`src/design/audio_dma_double_buffer_unit_macros.svh`:
```
// Assertion macros shared by the audio DMA double buffer design.
// Assertions are written with a clock named clock and a reset named reset.
`ifndef AUDIO_DMA_DOUBLE_BUFFER_UNIT_MACROS_SVH
`define AUDIO_DMA_DOUBLE_BUFFER_UNIT_MACROS_SVH

`ifndef SYNTHESIS
// Check the consequent in the same cycle as the antecedent
`define ADBU_ASSERT_SAME(label, ante, cons) \
   label: assert property (@(posedge clock) disable iff (reset) (ante) |-> (cons)) \
      else $error("adbu assertion failed");
// Check the consequent in the cycle after the antecedent
`define ADBU_ASSERT_NEXT(label, ante, cons) \
   label: assert property (@(posedge clock) disable iff (reset) (ante) |=> (cons)) \
      else $error("adbu assertion failed");
`else
`define ADBU_ASSERT_SAME(label, ante, cons)
`define ADBU_ASSERT_NEXT(label, ante, cons)
`endif

`endif

```
`src/design/adbu_pkg.sv`:
```
// Shared types and constants for the audio DMA double buffer unit.
// No dependencies.
package adbu_pkg;

   localparam int LENGTH_BITS   = 18;
   localparam int FRAME_BITS    = LENGTH_BITS - 2;
   localparam int FUNC_BITS     = 2;
   localparam int REQ_DATA_BITS = ((LENGTH_BITS + 7) / 8) * 8;
   localparam int REQ_PAD_BITS  = REQ_DATA_BITS - LENGTH_BITS;
   localparam int RSP_DATA_BITS = ((LENGTH_BITS + 4 + 7) / 8) * 8;
   localparam int RSP_PAD_BITS  = RSP_DATA_BITS - LENGTH_BITS - 4;

   // Request opcodes
   typedef enum logic [FUNC_BITS-1:0] {
      FUNC_SUBMIT = 2'd0,
      FUNC_TICK   = 2'd1,
      FUNC_POLL   = 2'd2,
      FUNC_READ   = 2'd3
   } func_type;

   typedef struct packed {
      func_type               func;
      logic [LENGTH_BITS-1:0] buf_bytes;
   } req_type;

   typedef struct packed {
      logic                   pending_full;
      logic                   current_busy;
      logic                   pending_replaced;
      logic [LENGTH_BITS-1:0] remaining_bytes;
      logic                   irq_event;
   } rsp_type;

endpackage

```
`src/design/adbu_in_stage.sv`:
```
// Input register of the audio DMA double buffer unit.
// Depends on adbu_pkg.
module adbu_in_stage
   import adbu_pkg::*;
(
   input  logic    clock,
   input  logic    reset,
   input  logic    req_tvalid,
   output logic    req_tready,
   input  req_type req_item,
   input  logic    advance,
   output logic    stage_valid,
   output req_type stage_item
);

   logic    valid_ff;
   logic    valid_in;
   req_type item_ff;

   // Free when empty or when the held item moves on this cycle
   assign req_tready = !valid_ff || advance;
   assign valid_in   = req_tready ? req_tvalid : valid_ff;

   always_ff @(posedge clock) begin
      if (reset) begin
         valid_ff <= 1'b0;
      end else begin
         valid_ff <= valid_in;
      end
   end

   // Capture the payload on each input transfer
   always_ff @(posedge clock) begin
      if (req_tvalid && req_tready) begin
         item_ff <= req_item;
      end
   end

   assign stage_valid = valid_ff;
   assign stage_item  = item_ff;

endmodule

```
`src/design/adbu_core.sv`:
```
// Buffer slot state and per-request update logic.
// Depends on adbu_pkg and the assertion macro header.
`include "audio_dma_double_buffer_unit_macros.svh"
module adbu_core
   import adbu_pkg::*;
(
   input  logic    clock,
   input  logic    reset,
   input  logic    advance,
   input  req_type req_item,
   output rsp_type rsp_item
);

   logic                  cur_valid_ff, cur_valid_in;
   logic                  pend_valid_ff, pend_valid_in;
   logic [FRAME_BITS-1:0] cur_frames_ff, cur_frames_in;
   logic [FRAME_BITS-1:0] pend_frames_ff, pend_frames_in;
   logic                  irq_ff, irq_in;
   logic [FRAME_BITS-1:0] frames;

   // Whole frames in the submitted length, low two bits dropped
   assign frames = req_item.buf_bytes[LENGTH_BITS-1:2];

   always_comb begin
      cur_valid_in     = cur_valid_ff;
      pend_valid_in    = pend_valid_ff;
      cur_frames_in    = cur_frames_ff;
      pend_frames_in   = pend_frames_ff;
      irq_in           = irq_ff;
      rsp_item         = '0;
      unique case (req_item.func)
         FUNC_SUBMIT: begin
            // Start at once when idle, else park in the pending slot; zero frames are ignored
            if (frames != '0) begin
               if (!cur_valid_ff) begin
                  cur_frames_in = frames;
                  cur_valid_in  = 1'b1;
               end else begin
                  rsp_item.pending_replaced = pend_valid_ff;
                  pend_frames_in = frames;
                  pend_valid_in  = 1'b1;
               end
            end
         end
         FUNC_TICK: begin
            // Count one frame down; on completion promote or go idle
            if (!cur_valid_ff) begin
               if (pend_valid_ff) begin
                  cur_frames_in = pend_frames_ff;
                  cur_valid_in  = 1'b1;
                  pend_valid_in = 1'b0;
                  irq_in        = 1'b1;
               end
            end else if (cur_frames_ff > FRAME_BITS'(1)) begin
               cur_frames_in = cur_frames_ff - FRAME_BITS'(1);
            end else begin
               irq_in = 1'b1;
               if (pend_valid_ff) begin
                  cur_frames_in = pend_frames_ff;
                  pend_valid_in = 1'b0;
               end else begin
                  cur_frames_in = '0;
                  cur_valid_in  = 1'b0;
               end
            end
         end
         FUNC_POLL: begin
            // Report and clear the completion flag
            rsp_item.irq_event = irq_ff;
            irq_in             = 1'b0;
         end
         FUNC_READ: begin
            if (cur_valid_ff) begin
               rsp_item.remaining_bytes = {cur_frames_ff, 2'b00};
            end
         end
         default: begin
         end
      endcase
      rsp_item.current_busy = cur_valid_in;
      rsp_item.pending_full = pend_valid_in;
   end

   always_ff @(posedge clock) begin
      if (reset) begin
         cur_valid_ff   <= 1'b0;
         pend_valid_ff  <= 1'b0;
         cur_frames_ff  <= '0;
         pend_frames_ff <= '0;
         irq_ff         <= 1'b0;
      end else if (advance) begin
         cur_valid_ff   <= cur_valid_in;
         pend_valid_ff  <= pend_valid_in;
         cur_frames_ff  <= cur_frames_in;
         pend_frames_ff <= pend_frames_in;
         irq_ff         <= irq_in;
      end
   end

   // A pending buffer only exists behind a playing one
   `ADBU_ASSERT_SAME(a_pend_needs_cur, pend_valid_ff, cur_valid_ff)
   // A playing buffer always has frames left
   `ADBU_ASSERT_SAME(a_cur_nonzero, cur_valid_ff, cur_frames_ff != '0)
   // Only a frame tick raises the interrupt
   `ADBU_ASSERT_NEXT(a_irq_from_tick, !irq_ff && !(advance && req_item.func == FUNC_TICK), !irq_ff)

endmodule

```
`src/design/adbu_out_stage.sv`:
```
// Result register of the audio DMA double buffer unit.
// Depends on adbu_pkg.
module adbu_out_stage
   import adbu_pkg::*;
(
   input  logic    clock,
   input  logic    reset,
   input  logic    load,
   input  rsp_type load_item,
   output logic    can_load,
   output logic    rsp_tvalid,
   input  logic    rsp_tready,
   output rsp_type rsp_item
);

   logic    valid_ff;
   logic    valid_in;
   rsp_type item_ff;

   // Room when empty or when the held result is taken this cycle
   assign can_load = !valid_ff || rsp_tready;
   assign valid_in = can_load ? load : valid_ff;

   always_ff @(posedge clock) begin
      if (reset) begin
         valid_ff <= 1'b0;
      end else begin
         valid_ff <= valid_in;
      end
   end

   always_ff @(posedge clock) begin
      if (load) begin
         item_ff <= load_item;
      end
   end

   assign rsp_tvalid = valid_ff;
   assign rsp_item   = item_ff;

endmodule

```
`src/design/audio_dma_double_buffer_unit.sv`:
```
// Audio DMA double buffer unit: current and pending buffer slots with frame countdown.
// Path: an accepted request waits in the input register until the result register has room.
// Throughput: one request per cycle without stalls, set by the input and result registers.
// Reset: synchronous, active high; clears both slots, the frame counts and the interrupt flag.
// Depends on adbu_pkg, adbu_in_stage, adbu_core and adbu_out_stage.
module audio_dma_double_buffer_unit
   import adbu_pkg::*;
(
   input  logic                     clock,
   input  logic                     reset,
   input  logic                     req_tvalid,
   output logic                     req_tready,
   // buf_bytes [LENGTH_BITS-1:0], zero pad above
   input  logic [REQ_DATA_BITS-1:0] req_tdata,
   // func
   input  logic [FUNC_BITS-1:0]     req_tuser,
   output logic                     rsp_tvalid,
   input  logic                     rsp_tready,
   // irq_event, remaining_bytes, pending_replaced, current_busy, pending_full, zero pad
   output logic [RSP_DATA_BITS-1:0] rsp_tdata
);

   req_type req_item;
   req_type stage_item;
   rsp_type core_rsp;
   rsp_type out_rsp;
   logic    stage_valid;
   logic    can_load;
   logic    advance;

   assign req_item.func      = func_type'(req_tuser);
   assign req_item.buf_bytes = req_tdata[LENGTH_BITS-1:0];

   // Move the held request through the logic when the result register has room
   assign advance = stage_valid && can_load;

   adbu_in_stage u_in_stage (
      .clock       (clock),
      .reset       (reset),
      .req_tvalid  (req_tvalid),
      .req_tready  (req_tready),
      .req_item    (req_item),
      .advance     (advance),
      .stage_valid (stage_valid),
      .stage_item  (stage_item)
   );

   adbu_core u_core (
      .clock    (clock),
      .reset    (reset),
      .advance  (advance),
      .req_item (stage_item),
      .rsp_item (core_rsp)
   );

   adbu_out_stage u_out_stage (
      .clock      (clock),
      .reset      (reset),
      .load       (advance),
      .load_item  (core_rsp),
      .can_load   (can_load),
      .rsp_tvalid (rsp_tvalid),
      .rsp_tready (rsp_tready),
      .rsp_item   (out_rsp)
   );

   assign rsp_tdata = {{RSP_PAD_BITS{1'b0}}, out_rsp};

endmodule
```
`config.mk`:
```
export PLATFORM = sky130hd
export DESIGN_NAME = audio_dma_double_buffer_unit
export DESIGN_NICKNAME = d
export VERILOG_FILES = /design/src/design/adbu_pkg.sv /design/src/design/adbu_in_stage.sv /design/src/design/adbu_core.sv /design/src/design/adbu_out_stage.sv /design/src/design/audio_dma_double_buffer_unit.sv
export VERILOG_INCLUDE_DIRS = /design/src /design/src/design
export SDC_FILE = /design/constraint.sdc
export NUM_CORES = 1
export LEC_CHECK = 0
export ABC_AREA = 1
export BUFFER_PORTS_ARGS = -buffer_cell sky130_fd_sc_hd__buf_2
export CORE_MARGIN = 5
export CORE_UTILIZATION = 40
export CTS_BUF_LIST = sky130_fd_sc_hd__clkbuf_4
export CTS_CLUSTER_SIZE = 12
export DETAILED_ROUTE_END_ITERATION = 12
export SYNTH_ARGS = -nofsm -noshare
export SYNTH_HDL_FRONTEND = slang
export SYNTH_SLANG_ARGS = --single-unit
```
`constraint.sdc`:
```
create_clock -name clock -period 2.4 [get_ports clock]
set_clock_uncertainty 0.1 [all_clocks]
set_input_delay 0 -clock clock [delete_from_list [all_inputs] [get_ports clock]]
set_output_delay 0 -clock clock [all_outputs]
set_load 0.01 [all_outputs]
```
==> After elaboration in Yosys (flattened, before gate mapping) <==
Cells that the tools add are included.
{ "totals": {"n_memories": 0, "ramBits": 0, "latchBits": 0, "wordCells": 60, "output_inout_bits": 26, "ff_bits": 79, "mem_bits_ro": 0, "in_bits": 30} }
{ "op_classes": {"n_addsub": 1, "n_shift": 0, "eq_ne": 7, "bitwise_logic": 0, "div_mod_pow": 0, "n_mux": 21, "n_lt_le_gt_ge": 1, "n_reduce_logical": 15, "mul": 0} }
{ "op_table": {"columns": ["op", "count"], "rows": [
  ["16-bit two-way mux", 6],
  ["16-bit one-hot mux with 2 select lines", 1],
  ["16-bit by 1-bit greater-than comparator with 1-bit output, second input constant", 1],
  ["16-bit nonzero test", 1],
  ["16-bit by 1-bit subtractor with 16-bit output, second input constant", 1],
  ["1-bit two-way mux", 11],
  ["4-bit AND reduction", 2],
  ["1-bit one-hot mux with 2 select lines", 3],
  ["5-bit AND reduction", 1],
  ["2-bit equality test, second input constant", 2],
  ["2-bit nonzero test", 2],
  ["3-bit by 1-bit != test with 1-bit output, second input constant", 1],
  ["3-bit != test, second input constant", 1],
  ["3-bit AND reduction", 1],
  ["2-bit by 1-bit equality test with 1-bit output, second input constant", 1],
  ["1-bit logical AND", 2],
  ["1-bit zero test", 2],
  ["2-bit zero test", 1],
  ["1-bit logical OR", 2],
  ["2-bit by 1-bit != test with 1-bit output, second input constant", 1],
  ["2-bit != test, second input constant", 1],
  ["2-bit AND reduction", 1]
]} }

==> Logic depth before layout (Yosys ltp) <==
{ "depth": {"word_depth": 5, "mapped_depth": 13} }

==> Modules after synthesis <==
A second synthesis with hierarchy kept.
{ "unflattened": {"hier_cells": 440, "area_unflattened_um2": 3796.1} }
{ "by_module_without_submodules": {"columns": ["mod", "n_inst", "cells_per_inst", "area_each_um2", "seq_area_each_um2"], "rows": [
  ["adbu_core", 1, 382, 2418.6, 700.7],
  ["adbu_out_stage", 1, 27, 703.2, 680.7],
  ["adbu_in_stage", 1, 26, 648.1, 620.6],
  ["audio_dma_double_buffer_unit", 1, 5, 26.3, 0.0]
]} }

==> Least setup slack after synthesis <==
No wires, ideal clock.
{ "synth_timing": {"path_type": "register -> register", "startpoint": "reg u_out_stage.valid_ff (netlist: u_out_stage.rsp_tvalid)", "endpoint": "reg u_out_stage.item_ff (netlist bit u_out_stage.rsp_item[0]) (enable)", "slack_ns": 0.539, "required_ns": 1.908, "setup_ns": 0.392, "stages_incl_launch_ff": 3, "n_path_buf": 1, "t_arrival_ns": 1.369, "cell_sequence": "dfxtp_1 a21oi_4 clkbuf_1"} }
{ "synth_between": {"elab_chain_cells": 3} }
{ "synth_rtl": {"columns": ["item", "line", "rtl"], "rows": [
  ["start: declaration", "adbu_out_stage.sv:16", "logic valid_ff;"],
  ["start signal: assignment", "adbu_out_stage.sv:28", "valid_ff <= valid_in;"],
  ["1-bit zero test", "adbu_out_stage.sv:21", "assign can_load = !valid_ff || rsp_tready;"],
  ["1-bit logical OR", "adbu_out_stage.sv:21", null],
  ["1-bit logical AND", "audio_dma_double_buffer_unit.sv:35", "assign advance = stage_valid && can_load;"],
  ["via advance", "audio_dma_double_buffer_unit.sv:29", "logic advance;"],
  ["end signal: assignment", "adbu_out_stage.sv:34", "item_ff <= load_item;"],
  ["end: declaration", "adbu_out_stage.sv:18", "rsp_type item_ff;"]
]} }
The timed path passes the listed nets, and every way through them passes these cells.
A chain may end at the register's enable or synchronous reset.

==> Worst setup path in the final report <==
{ "layout_timing": {"startpoint": "reg u_out_stage.valid_ff (netlist: u_out_stage.rsp_tvalid)", "endpoint": "reg u_in_stage.valid_ff (netlist: u_in_stage.stage_valid)"} }
{ "layout_between": {"elab_chain_cells": 4} }
{ "layout_rtl": {"columns": ["item", "line", "rtl"], "rows": [
  ["1-bit zero test", "adbu_out_stage.sv:21", null],
  ["1-bit logical OR", "adbu_out_stage.sv:21", null],
  ["1-bit logical AND", "audio_dma_double_buffer_unit.sv:35", null],
  ["1-bit logical OR", "adbu_in_stage.sv:21", "assign req_tready = !valid_ff || advance;"],
  ["end signal: assignment", "adbu_in_stage.sv:28", "valid_ff <= valid_in;"],
  ["end: declaration", "adbu_in_stage.sv:16", "logic valid_ff;"]
]} }
No other way between the ends.

==> impl_metrics.toml <==
[status]
status = "complete, no violations"

[global_routing]
grt_start_max_net_pins = 25
track_usage = 0.154
grt_overflow = 0
grt_pass1_vias = 2831
grt_antenna_before_repair = 0
grt_pass1_wl_um = 13800

[synth]
synth_seq_cells = 75
synth_warnings = 0
synthesis.area_mm2 = 0.00365
seq_area_frac_synth = 0.515
avgSynthCellArea_um2 = 8.30
synthCells = 440
ys_types = 30

[detailed_routing]
via_count = 3042
drc = 0
drtIter0Drc = 207
ant_nets = 0
viasPerCell = 4.90
wl_per_cell_um = 13.4
first_pass_iters = 5
totalWireLength_um = 8300

[final_layout]
layout-area-overhead-vs-synth_pct = 18.3
stdcell_area_mm2 = 0.00432
fillerInstances = 841
nNetsFinal = 544
drive_gt1_frac = 0.166
fin_util = 0.490
antenna_cells = 0
instances_no_fill = 621

[die]
die_area_mm2 = 0.0111
rows = 34
die_h_um = 106
die_w_um = 106
core_mm2 = 0.00881
initial_core_util = 0.415
io_pins = 56

[critical_path]
cp-start-kind = "flop"
cpPeakStageDelay_ps = 580
cp_slowest_cell = "dlygate4sd3_1"
crit_arrival_ps = 2280
end_kind = "flop"
crit_top_cell = "dlygate4sd3_1"
cp.required_ps = 2620
path_delay_family = "buffers and inverters"
crit_chain = "nand3_1, nand2_1, dlygate4sd3_1, a21oi_1, dlygate4sd3_1"
crit_buf_inv = 2
worstPathMaxFanout = 4
path_class = "flop to flop"

[sta]
worst-slew-pin-transition_ps = 628
max_freq_mhz = 484
drv_slew = 0
final-setup-viol-count = 0
finalHoldViolations = 0
rsz0062_at_grt = "false"
period_share = 0.861
period_needed_ps = 2070
maxSlewHeadroom = 0.581
setup_tns_ps = 0

[place]
place_congestion = 0.807
dp_cells = 581
hpwl_um = 5860
post_dp_cell_area_mm2 = 0.00395
io_buffers = 43

[clock_tree]
clk-insertion-delay-late_ps = 440
post_cts_buffers = 0
path_clk_slew_ps = 150
root_buffer = "clkbuf_4"
htreeDepth = 3
cts.sinks = 75
clk_path_buf_depth = 2
cts_tree = "done"
cts_buffers = 9

[job]
max_cap_violations = 0

[pwr]
p_leak_nw = 1.75
powerDensity_mw_per_mm2 = 603
p_total_w = 0.00260
vdd_drop_max_v = 0.000315

[worst_hold_path]
hold_class = "primary input to flop"
==> cells in the mapped netlist <==
| master | number | share of area |
|---|---|---|
| nand2_1 | 84 | 0.086 |
| inv_1 | 44 | 0.045 |
| o21ai_2 | 1 | 0.0024 |
| nand2_2 | 2 | 0.0034 |
| buf_12 | 1 | 0.0055 |
| nor2_4 | 3 | 0.0093 |
| clkbuf_1 | 8 | 0.0082 |
| o21ai_0 | 23 | 0.032 |
| o211ai_2 | 1 | 0.0034 |
| nor2_2 | 2 | 0.0034 |
| a21oi_1 | 49 | 0.067 |
| conb_1 | 1 | 0.0010 |
| nand3_2 | 2 | 0.0055 |
| nor3_1 | 2 | 0.0027 |
| o21bai_1 | 1 | 0.0021 |
| xor2_1 | 5 | 0.012 |
| nand2_4 | 1 | 0.0031 |
| nand2_8 | 1 | 0.0055 |
| ha_1 | 6 | 0.021 |
| edfxtp_1 | 38 | 0.31 |
| a21oi_4 | 1 | 0.0045 |
| o211ai_1 | 7 | 0.014 |
| inv_2 | 2 | 0.0021 |
| dfxtp_1 | 37 | 0.20 |
| nand3_1 | 36 | 0.049 |
| nand4_1 | 4 | 0.0069 |
| nor2_1 | 65 | 0.067 |
| buf_4 | 7 | 0.014 |
| buf_2 | 5 | 0.0069 |
| buf_1 | 1 | 0.0010 |
==> cells by family after synthesis <==
family,share of synthesized area
and+or+nand+nor,0.242
AOI/OAI and AO/OA,0.125
DFF,0.515
buffers and inverters,0.0833
adders and majority gates,0.0206
xor gates and xnor gates,0.0120
other,0.00103
==> final cells by class <==
class | instances | area, µm² | share of cell area
sequential | 75 | 1880 | 0.436
multi-input combinational | 300 | 1480 | 0.343
timing repair buffer | 76 | 523 | 0.121
inverter | 46 | 173 | 0.0400
tap | 108 | 135 | 0.0313
clock buffer | 9 | 67.6 | 0.0156
clock inverter | 7 | 58.8 | 0.0136
==> per-layer routing <==
metal	vias up	part of all wire	GRT usage
li1	1585	-	-
met1	1350	0.49	0.217
met2	92	0.43	0.233
met3	15	0.062	0.0300
met4	0	0.019	0.0620
met5	-	0	0
==> repair_timing <==
item / 4_1_cts / 5_1_grt
setup endpoints to repair: 0 / 2
hold buffers: 24 / 0
gates resized for setup: 0 / 1
hold endpoints to repair: 35 / 0
==> path summary, 6_finish.rpt <==
| path | end | depth (start not counted) | startpoint | slack (ps) |
|---|---|---|---|---|
| worst max-delay path | u_in_stage.stage_valid | 5 | u_out_stage.rsp_tvalid | 330 |
| worst min-delay path | u_in_stage.stage_item[4] | 2 | req_tdata[4] | 160 |
| worst max register to register | u_in_stage.stage_valid | 5 | u_out_stage.rsp_tvalid | 330 |
| worst min register to register | u_core.pend_frames_ff[5] | 2 | u_core.pend_frames_ff[5] | 370 |
==> sequential cells by signal, indices dropped and copies added (netlist names) <==
name,cells
u_core.pend_frames_ff,16
u_core.pend_valid_ff,1
u_out_stage.rsp_item,20
u_core.cur_valid_ff,1
u_core.irq_ff,1
u_out_stage.rsp_tvalid,1
u_core.cur_frames_ff,16
u_in_stage.stage_valid,1
u_in_stage.stage_item,18
==> power by group <==
part	leakage (nW)	internal (W)	switching, W	total, W
registers	0.668	0.00140	0.0000391	0.00144
logic	1.02	0.000159	0.000276	0.000435
clock network	0.0639	0.000229	0.000506	0.000734
==> stage by stage <==
stage               hold WS [ps]  setup WS [ps]
global route                 122            232
floorplan                  -1.13            539
detailed placement          78.1            207
CTS                          122            186
finish                       156            334
global placement            76.8            298
==> cells in the final DEF, fill, tap and decap left out, types with 23 or more instances in the layout <==
cell type	n
buf_2	43
edfxtp_1	38
dlygate4sd3_1	24
a21oi_1	49
o21ai_0	23
dfxtp_1	37
nand2_1	84
nor2_1	65
inv_1	44
nand3_1	36
Note: power is estimated with default switching activity, not from simulation.
